[config.mk]
export PLATFORM = sky130hd
export DESIGN_NAME = cpg_out_queue
export DESIGN_NICKNAME = d
export VERILOG_FILES = /design/src/rtl/centroid_proximity_grouping_assert.svh /design/src/rtl/cpg_pkg.sv /design/src/rtl/cpg_out_queue.sv
export SDC_FILE = /design/constraint.sdc
export NUM_CORES = 1
export LEC_CHECK = 0
export ABC_CLOCK_PERIOD_IN_PS = 3100
export BUFFER_PORTS_ARGS = -buffer_cell sky130_fd_sc_hd__buf_2
export CORE_MARGIN = 3
export CORE_UTILIZATION = 54
export DETAILED_ROUTE_END_ITERATION = 10
export PLACE_DENSITY = 0.81
export SYNTH_ARGS = -nofsm -noshare
export SYNTH_HDL_FRONTEND = slang
export SYNTH_SLANG_ARGS = --single-unit
[constraint.sdc]
create_clock -name clk -period 3.1 [get_ports clk]
set_input_delay 0.93 -clock clk [delete_from_list [all_inputs] [get_ports clk]]
set_output_delay 0.93 -clock clk [all_outputs]
set_load 0.02 [all_outputs]
[src/rtl/centroid_proximity_grouping_assert.svh]
// Assertion macros for the centroid proximity grouping RTL.
// Depends on nothing; included inside module bodies.
`ifndef CENTROID_PROXIMITY_GROUPING_ASSERT_SVH
`define CENTROID_PROXIMITY_GROUPING_ASSERT_SVH
// Implication checked on every clock edge outside reset.
`define CPG_ASSERT_IMP(label, ante, cons) \
  label: assert property (@(posedge clk) disable iff (rst) (ante) |-> (cons)) \
    else $error("assertion failed");
// Next-cycle implication checked outside reset.
`define CPG_ASSERT_NEXT(label, ante, cons) \
  label: assert property (@(posedge clk) disable iff (rst) (ante) |=> (cons)) \
    else $error("assertion failed");
`endif

[src/rtl/cpg_pkg.sv]
// Package for centroid proximity grouping: shared types and constants.
// Depends on nothing.
package cpg_pkg;
  localparam int unsigned MAX_CLUSTERS = 64;
  localparam int unsigned COORD_BITS = 16;
  localparam int unsigned IDX_W = 6;
  localparam int unsigned TH_W = 16;

  typedef struct packed {
    logic [IDX_W-1:0] group_id;
    logic [IDX_W-1:0] member_index;
    logic             group_start;
    logic             overflow;
    logic             last_result;
  } result_t;
endpackage

[src/rtl/cpg_out_queue.sv]
// Two entry result queue that decouples the engine from the output stream.
// Depends on cpg_pkg.
module cpg_out_queue (
  input  logic             clk,
  input  logic             rst,
  input  logic             in_valid,
  output logic             in_ready,
  input  cpg_pkg::result_t in_data,
  output logic             out_valid,
  input  logic             out_ready,
  output cpg_pkg::result_t out_data
);
  import cpg_pkg::*;

  result_t q [2];
  logic rd, wr;
  logic [1:0] count;

  assign in_ready = (count != 2'd2);
  assign out_valid = (count != 2'd0);
  assign out_data = q[rd];

  always_ff @(posedge clk) begin
    if (in_valid && in_ready) begin
      q[wr] <= in_data;
    end
    if (rst) begin
      rd <= 1'b0;
      wr <= 1'b0;
      count <= '0;
    end else begin
      if (in_valid && in_ready) begin
        wr <= ~wr;
      end
      if (out_valid && out_ready) begin
        rd <= ~rd;
      end
      count <= count + 2'((in_valid && in_ready) ? 1 : 0) - 2'((out_valid && out_ready) ? 1 : 0);
    end
  end
endmodule
* After elaboration in Yosys (flattened, before gate mapping) *
Memories as Yosys holds them, arrays and structs flattened. A register that Yosys moved wholly into a read port is not among the register bits.
Index checks and enable logic that the tools add are counted.

word-level totals
  memories = 1
  logic and storage cells = 18
  memory bits (writable) = 30
  input bits = 19
  output and inout port bits = 17
  register bits = 4

operators by class
  muxes and demuxes = 6
  eq/ne operators = 1
  add/sub/neg operators = 2
  bitwise operators = 2
  reductions and logical operators = 3

memories
  memory  words  width  rd ports  clocked after memory_dff  wr ports  RTL line             text
  q       2      15     1         1                         1         cpg_out_queue.sv:15  result_t q [2];

operator list
  kind                count
  $mux 1              6
  $add 2x1->2         1
  $logic_and 1x1->1   2
  $ne 2x2->1 const B  1
  $not 1->1           2
  $reduce_bool 2->1   1
  $sub 2x1->2         1

* Depth between registers and ports, before layout *
Gate-level depths: netlist of run 1.

  word-level depth = 5
  depth in mapped cells = 8
  depth with buffers taken out = 8

* Worst setup path before layout of run 1 *
No wires, ideal clock.

  kind = input -> register
  from = in in_valid
  to = mem q[0][0] in the netlist's numbering (enable)
  slack = 1.064 ns
  setup time = 0.386 ns
  required time = 2.714 ns
  data arrival time = 1.650 ns
  stages on the path = 2
  path buffers = 0
  cells stage by stage = nand2_2 -> nor2_1

on the way
  longest elaborated chain between the ends = 3

RTL lines
  element                       RTL line             text
  from (decl)                   cpg_out_queue.sv:6   input logic in_valid,
  $logic_and 1x1->1             cpg_out_queue.sv:24  if (in_valid && in_ready) begin
  $mux 1                        cpg_out_queue.sv:24
  $mux 1 (not written as such)  cpg_out_queue.sv:25  q[wr] <= in_data;
  to (decl)                     cpg_out_queue.sv:15

Every way passes these cells.

==> impl_metrics.json, run 1 <==
{
  "ant_nets": 0,
  "drv_slew": 0,
  "placed_area_um2": 1570,
  "ys_seq_area_share_pct": 73.2,
  "vias": 704,
  "wl_um": 2010,
  "core_area_um2": 2300,
  "setup-tns-final_ps": 0,
  "netlist_area_um2": 1370,
  "grt_pass1_vias": 699,
  "synthTopCellsByCount": "edfxtp_1, mux2_4, dfxtp_1, mux2_1, nor2_1",
  "finalSetupViolCount": 0,
  "rsz0062_at_grt": "false",
  "finalWeightedCongestion": 0.621,
  "final_nets": 134,
  "ys_ff_latch": 35,
  "path_max_fanout": 10,
  "cts_hold_buf": 0,
  "grt_max_degree": 16,
  "overflow": 0,
  "outcome": "finished, final reports clean",
  "num_rows": 17,
  "slew-limit-headroom_pct": 52.8,
  "fp.dieW_um": 56.3,
  "clkTransAtPathRegs_ps": 90,
  "r2r_start": "count[0]$_SDFF_PP0_",
  "cts_root_buf": "clkbuf_4",
  "holdPathEnd": "rd$_SDFFE_PP0P_",
  "port_buffers": 35,
  "rrSetupSlack_ps": 1540,
  "die_h_um": 56.3,
  "cts_resized": 0,
  "final_area_um2": 1620,
  "yosysMostFrequentCell": "edfxtp_1",
  "cap_violations": 0,
  "synth_cell_types": 16,
  "clk_path_buf_depth": 2,
  "worstMarginPinSlew_ps": 708,
  "rr_worst_depth": 8,
  "track_usage_pct": 14.1,
  "worstSetupPathType": "flop to primary output",
  "ir_worst_vdd_uv": 493,
  "ys_async_sr_fraction_pct": 0,
  "synth-main-ff-cell": "edfxtp_1",
  "die-area_um2": 3170,
  "clock_sinks": 35,
  "drtPass1Iterations": 4,
  "cts_made_buffers": 5,
  "drive_gt1_share_pct": 49.1,
  "hold_start": "rd$_SDFFE_PP0P_",
  "dpl.hpwl_um": 1490,
  "synth_edf_count": 30,
  "postCtsSetupRepairBufs": 0,
  "yosysWarnings": 0,
  "total_power_uw": 1270,
  "hold_class": "flop to flop",
  "synth_area_leaders": "edfxtp_1, mux2_4, dfxtp_1",
  "cp_data_arrival_time_ps": 1560,
  "start_kind": "flop",
  "crit_required_ps": 2170,
  "antenna_found_initial": 0,
  "syn_avg_cell_area_um2": 19.3,
  "hold_viol": 0,
  "area_growth_syn_to_layout_pct": 18.4,
  "hold_depth": 2,
  "n_antenna_cell": 0,
  "yosysTopAreaCell": "edfxtp_1",
  "vias_per_cell": 4.96,
  "clkLatencyLatePin_ps": 320,
  "grt_pass1_wl_um": 3240,
  "finalCritPeriodShare_pct": 80.4,
  "fin_crit_ps": 2490,
  "drt_iter0_markers": 25,
  "drc": 0,
  "synthCells": 71,
  "max_clock_freq_mhz": 401,
  "reg2reg_to": "count[1]$_SDFF_PP0_",
  "p_per_area_nw_per_um2": 784,
  "htree_levels": 2,
  "end_kind": "primary output",
  "cts_tree": "done",
  "power_leakage_uw": 0.000661,
  "synth_fp_nets": 92,
  "yosysTopAreaCellShare_pct": 65.9,
  "start_util_pct": 59.5,
  "io_pins": 36,
  "post_drt_wl_per_cell_um": 14.1,
  "skew_ps": 5.66
}
layout make-up:
| class | instances | area (um^2) |
|---|---|---|
| multi-input cells | 33 | 340 |
| repair buffers | 37 | 190 |
| well taps | 28 | 35.0 |
| flip-flops and latches | 35 | 1000 |
| inverters | 1 | 3.75 |
| clock buffers | 6 | 41.3 |
| fillers | 157 | 678 |
| clock inverters | 2 | 7.51 |
placed cells by master, fill, tap and decap left out, drive strengths merged:
cell and instances:
ha 2, xor2 1, buf 37, nor2 5
clkbuf 6, nand2 1, inv 1, nor2b 2
clkinv 2, mux2 16, xnor2 2, or2 1
and3 1, edfxtp 30, dfxtp 5, o21a 1
nand2b 1
metal layers:
metal	routed length (um)	part of all wire [%]	GRT usage [%]
met5	0	0	0
met2	1000	50	23.9
met1	812	40	15.7
met3	152	7.6	5.52
met4	42	2.1	6.10
where the power goes:
| part | switching, uW | internal (uW) |
|---|---|---|
| sequential | 37.1 | 595 |
| clock | 132 | 83.9 |
| combinational | 225 | 196 |
| total | 394 | 875 |
metrics by stage:
step | util, % | hold WS (ps) | instances | setup slack, ps
6_report | 70.5 | 521 | 142 | 606
5_1_grt | 70.5 | 558 | 142 | 524
4_1_cts | 70.5 | 528 | 142 | 583
3_5_place_dp | 68.4 | 504 | 134 | 952
3_3_place_gp | 68.4 | 504 | 134 | 1010
2_1_floorplan | - | 480 | 71 | 1060
worst max-delay path by stage:
stage	cells after the start	to	slack [ps]	start
2_1_floorplan	2	q[0][0]$_DFFE_PP_	1060	in_valid
3_3_place_gp	3	out_data[10]	1010	flop
3_5_place_dp	3	out_data[9]	950	flop
4_1_cts	3	out_data[9]	580	flop
5_1_grt	3	out_data[13]	520	flop
6_report	3	out_data[9]	610	flop
cells by family after synthesis:
logic type,after synthesis,synth area share (%)
AND/OR/NAND/NOR,11,4.30
adder cells (fa/ha/maj),2,1.83
XOR/XNOR,3,1.92
buffers and inverters,3,1.92
AO/OA/AOI/OAI,1,0.641
multiplexers,16,16.2
flip-flops,35,73.2
flip-flops by register name (all words and copies together), names as in the netlist, named ones only:
| register | cells |
|---|---|
| rd | 1 |
| q | 30 |
| count | 2 |
| wr | 1 |
critical path: stages, from the launching register on:
cell	delay [ps]
dfxtp_1	480
buf_4	280
mux2_4	320
buf_2	160
Note: power is estimated with default switching activity, not from simulation.
==> run 2: changes to the inputs <==
--- a/config.mk
+++ b/config.mk
@@ -5,12 +5,13 @@
 export SDC_FILE = /design/constraint.sdc
 export NUM_CORES = 1
 export LEC_CHECK = 0
-export ABC_CLOCK_PERIOD_IN_PS = 3100
+export ABC_AREA = 1
+export ABC_CLOCK_PERIOD_IN_PS = 2050
 export BUFFER_PORTS_ARGS = -buffer_cell sky130_fd_sc_hd__buf_2
 export CORE_MARGIN = 3
-export CORE_UTILIZATION = 54
+export CORE_UTILIZATION = 46
 export DETAILED_ROUTE_END_ITERATION = 10
-export PLACE_DENSITY = 0.81
+export PLACE_DENSITY = 0.74
 export SYNTH_ARGS = -nofsm -noshare
 export SYNTH_HDL_FRONTEND = slang
 export SYNTH_SLANG_ARGS = --single-unit
==> constraint.sdc (replaced) <==
create_clock -name clk -period 2.05 [get_ports clk]
set_input_delay 0.615 -clock clk [delete_from_list [all_inputs] [get_ports clk]]
set_output_delay 0.615 -clock clk [all_outputs]
set_load 0.02 [all_outputs]
==> run 2 against run 1 <==
Clock skew is 5.6 ps higher. Synthesized cell count is 18% higher. Count of clock-buffer cells in the layout is 2 higher. Critical path type unchanged. Critical endpoint is now out_data[8]. Largest cell class unchanged. Largest power group unchanged.
==> impl_metrics.json, run 2 <==
{
  "syn_avg_cell_area_um2": 16.5,
  "yosysMostFrequentCell": "edfxtp_1",
  "port_buffers": 35,
  "finalCritPeriodShare_pct": 95.0,
  "hold_depth": 2,
  "outcome": "finished, final reports clean",
  "largest_register_ffs": 30,
  "cts_hold_buf": 0,
  "rr_worst_depth": 10,
  "combPwrFrac_pct": 34.1,
  "layout_common_cells": "buf_2, edfxtp_1, mux2_4, nor2_1",
  "skew_ps": 11.3,
  "die_h_um": 60.8,
  "n_antenna_cell": 0,
  "vias": 780,
  "p_switching_uw": 631,
  "drc": 0,
  "clock_sinks": 35,
  "yosysTopAreaCell": "edfxtp_1",
  "max_clock_freq_mhz": 514,
  "area_growth_syn_to_layout_pct": 20.1,
  "fillers": 233,
  "slowest_delay_ps": 400,
  "hold_start": "rst",
  "ys_ff_latch": 35,
  "htree_levels": 2,
  "multi_input_area_um2": 320,
  "start_kind": "flop",
  "rrSetupSlack_ps": 500,
  "post_drt_wl_per_cell_um": 13.1,
  "drive_gt1_share_pct": 46.5,
  "wl_um": 2090,
  "antenna_found_initial": 0,
  "rsz0062_at_grt": "false",
  "start_util_pct": 49.3,
  "overflow": 0,
  "internal-power_uw": 1350,
  "largest_register": "q",
  "crit_family": "flip-flops",
  "path_max_fanout": 10,
  "seq_power_share_pct": 48.7,
  "yosysWarnings": 0,
  "layout_commonest_cell": "buf_2",
  "ys_seq_area_share_pct": 72.4,
  "worstMarginPinSlew_ps": 237,
  "cp_slowest_cell": "dfxtp_4",
  "core_area_um2": 2810,
  "critPathBufInv": 2,
  "synth_cell_types": 12,
  "synth_fp_nets": 105,
  "ant_nets": 0,
  "drt_iter0_markers": 23,
  "ir_worst_vdd_uv": 739,
  "synthTopCellsByCount": "edfxtp_1, mux2_4, nor2_1",
  "cp_data_arrival_time_ps": 1330,
  "track_usage_pct": 12.9,
  "clkTransAtPathRegs_ps": 90,
  "slew-limit-headroom_pct": 84.2,
  "power_leakage_uw": 0.000702,
  "grt_pass1_wl_um": 3230,
  "drtPass1Iterations": 3,
  "p_per_area_nw_per_um2": 1190,
  "fin_cells": 160,
  "synthCells": 84,
  "worstSetupPathType": "flop to primary output",
  "drv_slew": 0,
  "crit_required_ps": 1430,
  "final_nets": 149,
  "fin_crit_ps": 1950,
  "holdPathEnd": "count[0]$_SDFF_PP0_",
  "hold_viol": 0,
  "fp.dieW_um": 60.8,
  "grt_max_degree": 11,
  "cts_root_buf": "clkbuf_4",
  "r2r_start": "count[0]$_SDFF_PP0_",
  "netlist_area_um2": 1380,
  "cts_made_buffers": 5,
  "seq_area_um2": 1000,
  "dpl.hpwl_um": 1580,
  "fin_hold_ws_ps": 453,
  "cts_tree": "done",
  "crit_chain": "buf_12 > mux2_4 > buf_2",
  "io_pins": 36,
  "grt_pass1_vias": 717,
  "num_rows": 19,
  "ys_async_sr_fraction_pct": 0,
  "reg2reg_to": "count[1]$_SDFF_PP0_",
  "hold_class": "primary input to flop",
  "finalWeightedCongestion": 0.654,
  "yosysTopAreaCellShare_pct": 65.2,
  "vias_per_cell": 4.88,
  "clkLatencyLatePin_ps": 330,
  "post-place-cells": 152,
  "end_kind": "primary output",
  "clk_path_buf_depth": 2,
  "synth_edf_count": 30,
  "largestRegisters": "q (30), count (2)",
  "postCtsSetupRepairBufs": 0,
  "finalSetupViolCount": 0,
  "clkPwrFrac_pct": 17.2,
  "synth-main-ff-cell": "edfxtp_1",
  "setup-tns-final_ps": 0,
  "die-area_um2": 3700,
  "swShare_pct": 31.9,
  "cap_violations": 0,
  "synth_area_leaders": "edfxtp_1, mux2_4, dfxtp_1"
}
run 2: cell types whose count changed after synthesis, moves of 2 or more:
cell and change:
nor2_1 +4, mux2_2 +5, mux2_1 -5, inv_1 +7, xnor2_1 -2, nand3_1 +3
a21oi_1 +2, nand2_1 +8, nor2b_1 -2
run 2: layout make-up:
| type | count | area share, % |
|---|---|---|
| sequential | 35 | 60.5 |
| multi-input combinational | 39 | 19.3 |
| timing repair buffer | 39 | 13.1 |
| clock buffer | 8 | 2.94 |
| tap | 31 | 2.34 |
| inverter | 8 | 1.81 |
run 2: metrics by stage:
stage / power, uW / instance area (um^2) / setup slack [ps] / utilization, %
after global placement: 1640 / 1610 / 313 / 57.3
after detailed placement: 1660 / 1610 / 278 / 57.3
after floorplan: 1470 / 1380 / 302 / -
after global routing: 2110 / 1660 / 20.3 / 59.2
final: 1980 / 1660 / 103 / 59.2
after CTS: 2010 / 1660 / 27.1 / 59.1
run 2: worst max-delay path by stage:
stage                              startpoint             endpoint  slack, ps  cells past startpoint
after floorplan           count[0]$_SDFF_PP0_    q[0][0]$_DFFE_PP_        300                      4
after global placement                   flop         out_data[10]        310                      3
after detailed placement            out_ready  count[1]$_SDFF_PP0_        280                      9
after CTS                                flop          out_data[8]         30                      3
after global routing                     flop          out_data[8]         20                      3
final                                    flop          out_data[8]        100                      3
run 2: power by group through the flow:
stage / combinational (uW) / clock [uW] / sequential [uW]
2_1_floorplan: 520 / 0 / 955
3_3_place_gp: 667 / 0 / 972
3_5_place_dp: 684 / 0 / 979
4_1_cts: 685 / 356 / 964
5_1_grt: 743 / 391 / 979
6_report: 674 / 340 / 964
run 2: repair_timing:
item / 4_1_cts / 5_1_grt
endpoints found under the setup margin: 10 / 10
gates cloned: 0 / 0
gates resized for setup: 1 / 1
hold endpoints to repair: 0 / 0
run 2: cell families (layout without fill, tap and decap cells):
group,count (synthesis),in the layout,share of synthesized area (%)
buf+inv,10,55,4.43
flops,35,35,72.4
fa+ha+maj,2,2,1.81
mux,15,15,14.9
simple gates,20,20,5.70
compound gates,2,2,0.724
run 2: metal layers:
metal / global-route usage [%] / part of all wire (%)
met4: 7.43 / 2.3
met2: 20.0 / 48
met3: 7.02 / 8.9
met1: 14.1 / 40
met5: 0 / 0
==> run 3: changes to the inputs <==
--- a/config.mk
+++ b/config.mk
@@ -15,3 +15,4 @@
 export SYNTH_ARGS = -nofsm -noshare
 export SYNTH_HDL_FRONTEND = slang
 export SYNTH_SLANG_ARGS = --single-unit
+export TNS_END_PERCENT = 5
==> constraint.sdc (replaced) <==
create_clock -name clk -period 2.05 [get_ports clk]
set_input_delay 0.615 -clock clk [delete_from_list [all_inputs] [get_ports clk]]
set_output_delay 0.615 -clock clk [all_outputs]
set_load 0.05 [all_outputs]
==> run 3 against run 2 <==
Sequential share of layout area down 1.8 points. Combinational power rose by 45%. Core utilization increased by 1.8 points. Register-to-register slack better by 20 ps. Clock skew down 8.3 ps. Highest routed layer unchanged. Non-clock buffer count down 1. Critical path type unchanged. Largest power group is now combinational cells. Worst setup slack worse by 38 ps. Via count is 0.64% higher.
==> impl_metrics.json, run 3 (synthesis results as in run 2) <==
{
  "outcome": "finished, final reports clean",
  "start_kind": "flop",
  "end_kind": "primary output",
  "io_pins": 36,
  "drc": 0,
  "power_leakage_uw": 0.000723,
  "slowest_delay_ps": 380,
  "reg2reg_to": "count[1]$_SDFF_PP0_",
  "rrSetupSlack_ps": 520,
  "hold_start": "rst",
  "clk_path_buf_depth": 2,
  "cp_slowest_cell": "dfxtp_4",
  "die_h_um": 60.8,
  "cts_hold_buf": 0,
  "ir_worst_vdd_uv": 710,
  "ant_nets": 0,
  "n_antenna_cell": 0,
  "place_ws_ps": 271,
  "critPathBufInv": 2,
  "finalCritPeriodShare_pct": 96.8,
  "drt_iter0_markers": 13,
  "rr_worst_depth": 10,
  "overflow": 0,
  "largest_register": "q",
  "p_per_area_nw_per_um2": 1400,
  "area_growth_syn_to_layout_pct": 23.7,
  "fp.dieW_um": 60.8,
  "final_util_pct": 61.0,
  "vias_per_cell": 4.94,
  "port_buffers": 35,
  "fillers": 229,
  "r2r_start": "count[0]$_SDFF_PP0_",
  "drive_gt1_share_pct": 47.7,
  "start_util_pct": 49.3,
  "final_area_um2": 1710,
  "crit_family": "flip-flops",
  "cts_root_buf": "clkbuf_4",
  "track_usage_pct": 12.7,
  "crit_required_ps": 1430,
  "grt_pass1_wl_um": 3220,
  "placed_area_um2": 1590,
  "crit_chain": "clkbuf_16 > mux2_4 > buf_2",
  "post_drt_wl_per_cell_um": 13.9,
  "grt_pass1_vias": 766,
  "clock_sinks": 35,
  "htree_levels": 2,
  "rsz0062_at_grt": "false",
  "vias": 785,
  "fin_hold_ws_ps": 453,
  "num_rows": 19,
  "finalSetupViolCount": 0,
  "hold_depth": 2,
  "die-area_um2": 3700,
  "slew-limit-headroom_pct": 58.6,
  "finalWeightedCongestion": 0.673,
  "largest_register_ffs": 30,
  "cp_data_arrival_time_ps": 1370,
  "wl_um": 2210,
  "dpl.hpwl_um": 1570,
  "hold_class": "primary input to flop",
  "path_max_fanout": 7,
  "worstSetupPathType": "flop to primary output",
  "skew_ps": 3.02,
  "largestRegisters": "q (30), count (2)",
  "holdPathEnd": "count[0]$_SDFF_PP0_",
  "core_area_um2": 2810,
  "clkTransAtPathRegs_ps": 90,
  "grt_max_degree": 16,
  "postCtsSetupRepairBufs": 0,
  "setup-tns-final_ps": 0,
  "cts_tree": "done",
  "layout_common_cells": "buf_2, edfxtp_1, mux2_4, nor2_1",
  "hold_viol": 0,
  "cts_made_buffers": 5,
  "max_clock_freq_mhz": 504,
  "cap_violations": 0,
  "worstMarginPinSlew_ps": 621,
  "drtPass1Iterations": 4,
  "final_nets": 148,
  "drv_slew": 0,
  "fin_crit_ps": 1980,
  "setup_slack_ps": 65.6,
  "antenna_found_initial": 0,
  "clkLatencyLatePin_ps": 330
}
run 3: cell types whose count changed in the layout (fill, tap and decap cells not counted):
| cell | delta |
|---|---|
| buf_2 | -5 |
| buf_4 | +3 |
| bufinv_16 | +1 |
| clkbuf_1 | -3 |
| clkbuf_16 | +1 |
| clkinv_1 | +1 |
| clkinv_2 | +1 |
run 3: how the worst max path moves through the flow:
stage | start | to | slack (ps) | cells past startpoint
4_1_cts | flop | out_data[0] | 30 | 3
3_5_place_dp | out_ready | count[1]$_SDFF_PP0_ | 270 | 9
2_1_floorplan | count[0]$_SDFF_PP0_ | q[0][0]$_DFFE_PP_ | 80 | 4
5_1_grt | flop | out_data[0] | 9 | 3
3_3_place_gp | flop | out_data[0] | 370 | 3
6_report | flop | out_data[6] | 70 | 3
run 3: metrics by stage:
step                      std cells  power, uW
after floorplan                  84       1730
after global placement          150       1880
after detailed placement        150       1910
after CTS                       158       2400
after global routing            159       2530
final                           159       2400
run 3: layout make-up:
type	instances	area, um^2	share of cell area [%]
flip-flops and latches	35	1000	58.7
multi-input cells	39	320	18.7
repair buffers	38	240	14.0
clock inverters	3	38.8	2.27
well taps	31	38.8	2.27
clock buffers	5	37.5	2.19
inverters	8	30.0	1.76
run 3: where the power goes:
part           internal (uW)  total [uW]  switching (uW)
Combinational            335         977             642
Sequential               910         959            48.8
Clock                    251         463             213
Total                   1500        2400             904
run 3: repair_timing:
item,CTS,global route
endpoints found under the setup margin,5,1
resized for setup,6,1
hold endpoints to repair,0,0
gates cloned,0,1
run 3: metal layers:
layer	track usage (%)	vias up	part of all wire, %
met1	10.8	365	36
li1	-	388	-
met5	0	-	0
met4	5.57	0	1.4
met2	23.5	28	54
met3	7.45	4	9.0
run 3: worst reg2reg max path: cells and delay by family (launching register included):
| family | cells | cell delay (ps) |
|---|---|---|
| adders and majority gates | 2 | 460 |
| DFF | 1 | 370 |
| and+or+nand+nor | 4 | 340 |
| buffers and inverters | 3 | 160 |
| AOI/OAI and AO/OA | 1 | 120 |
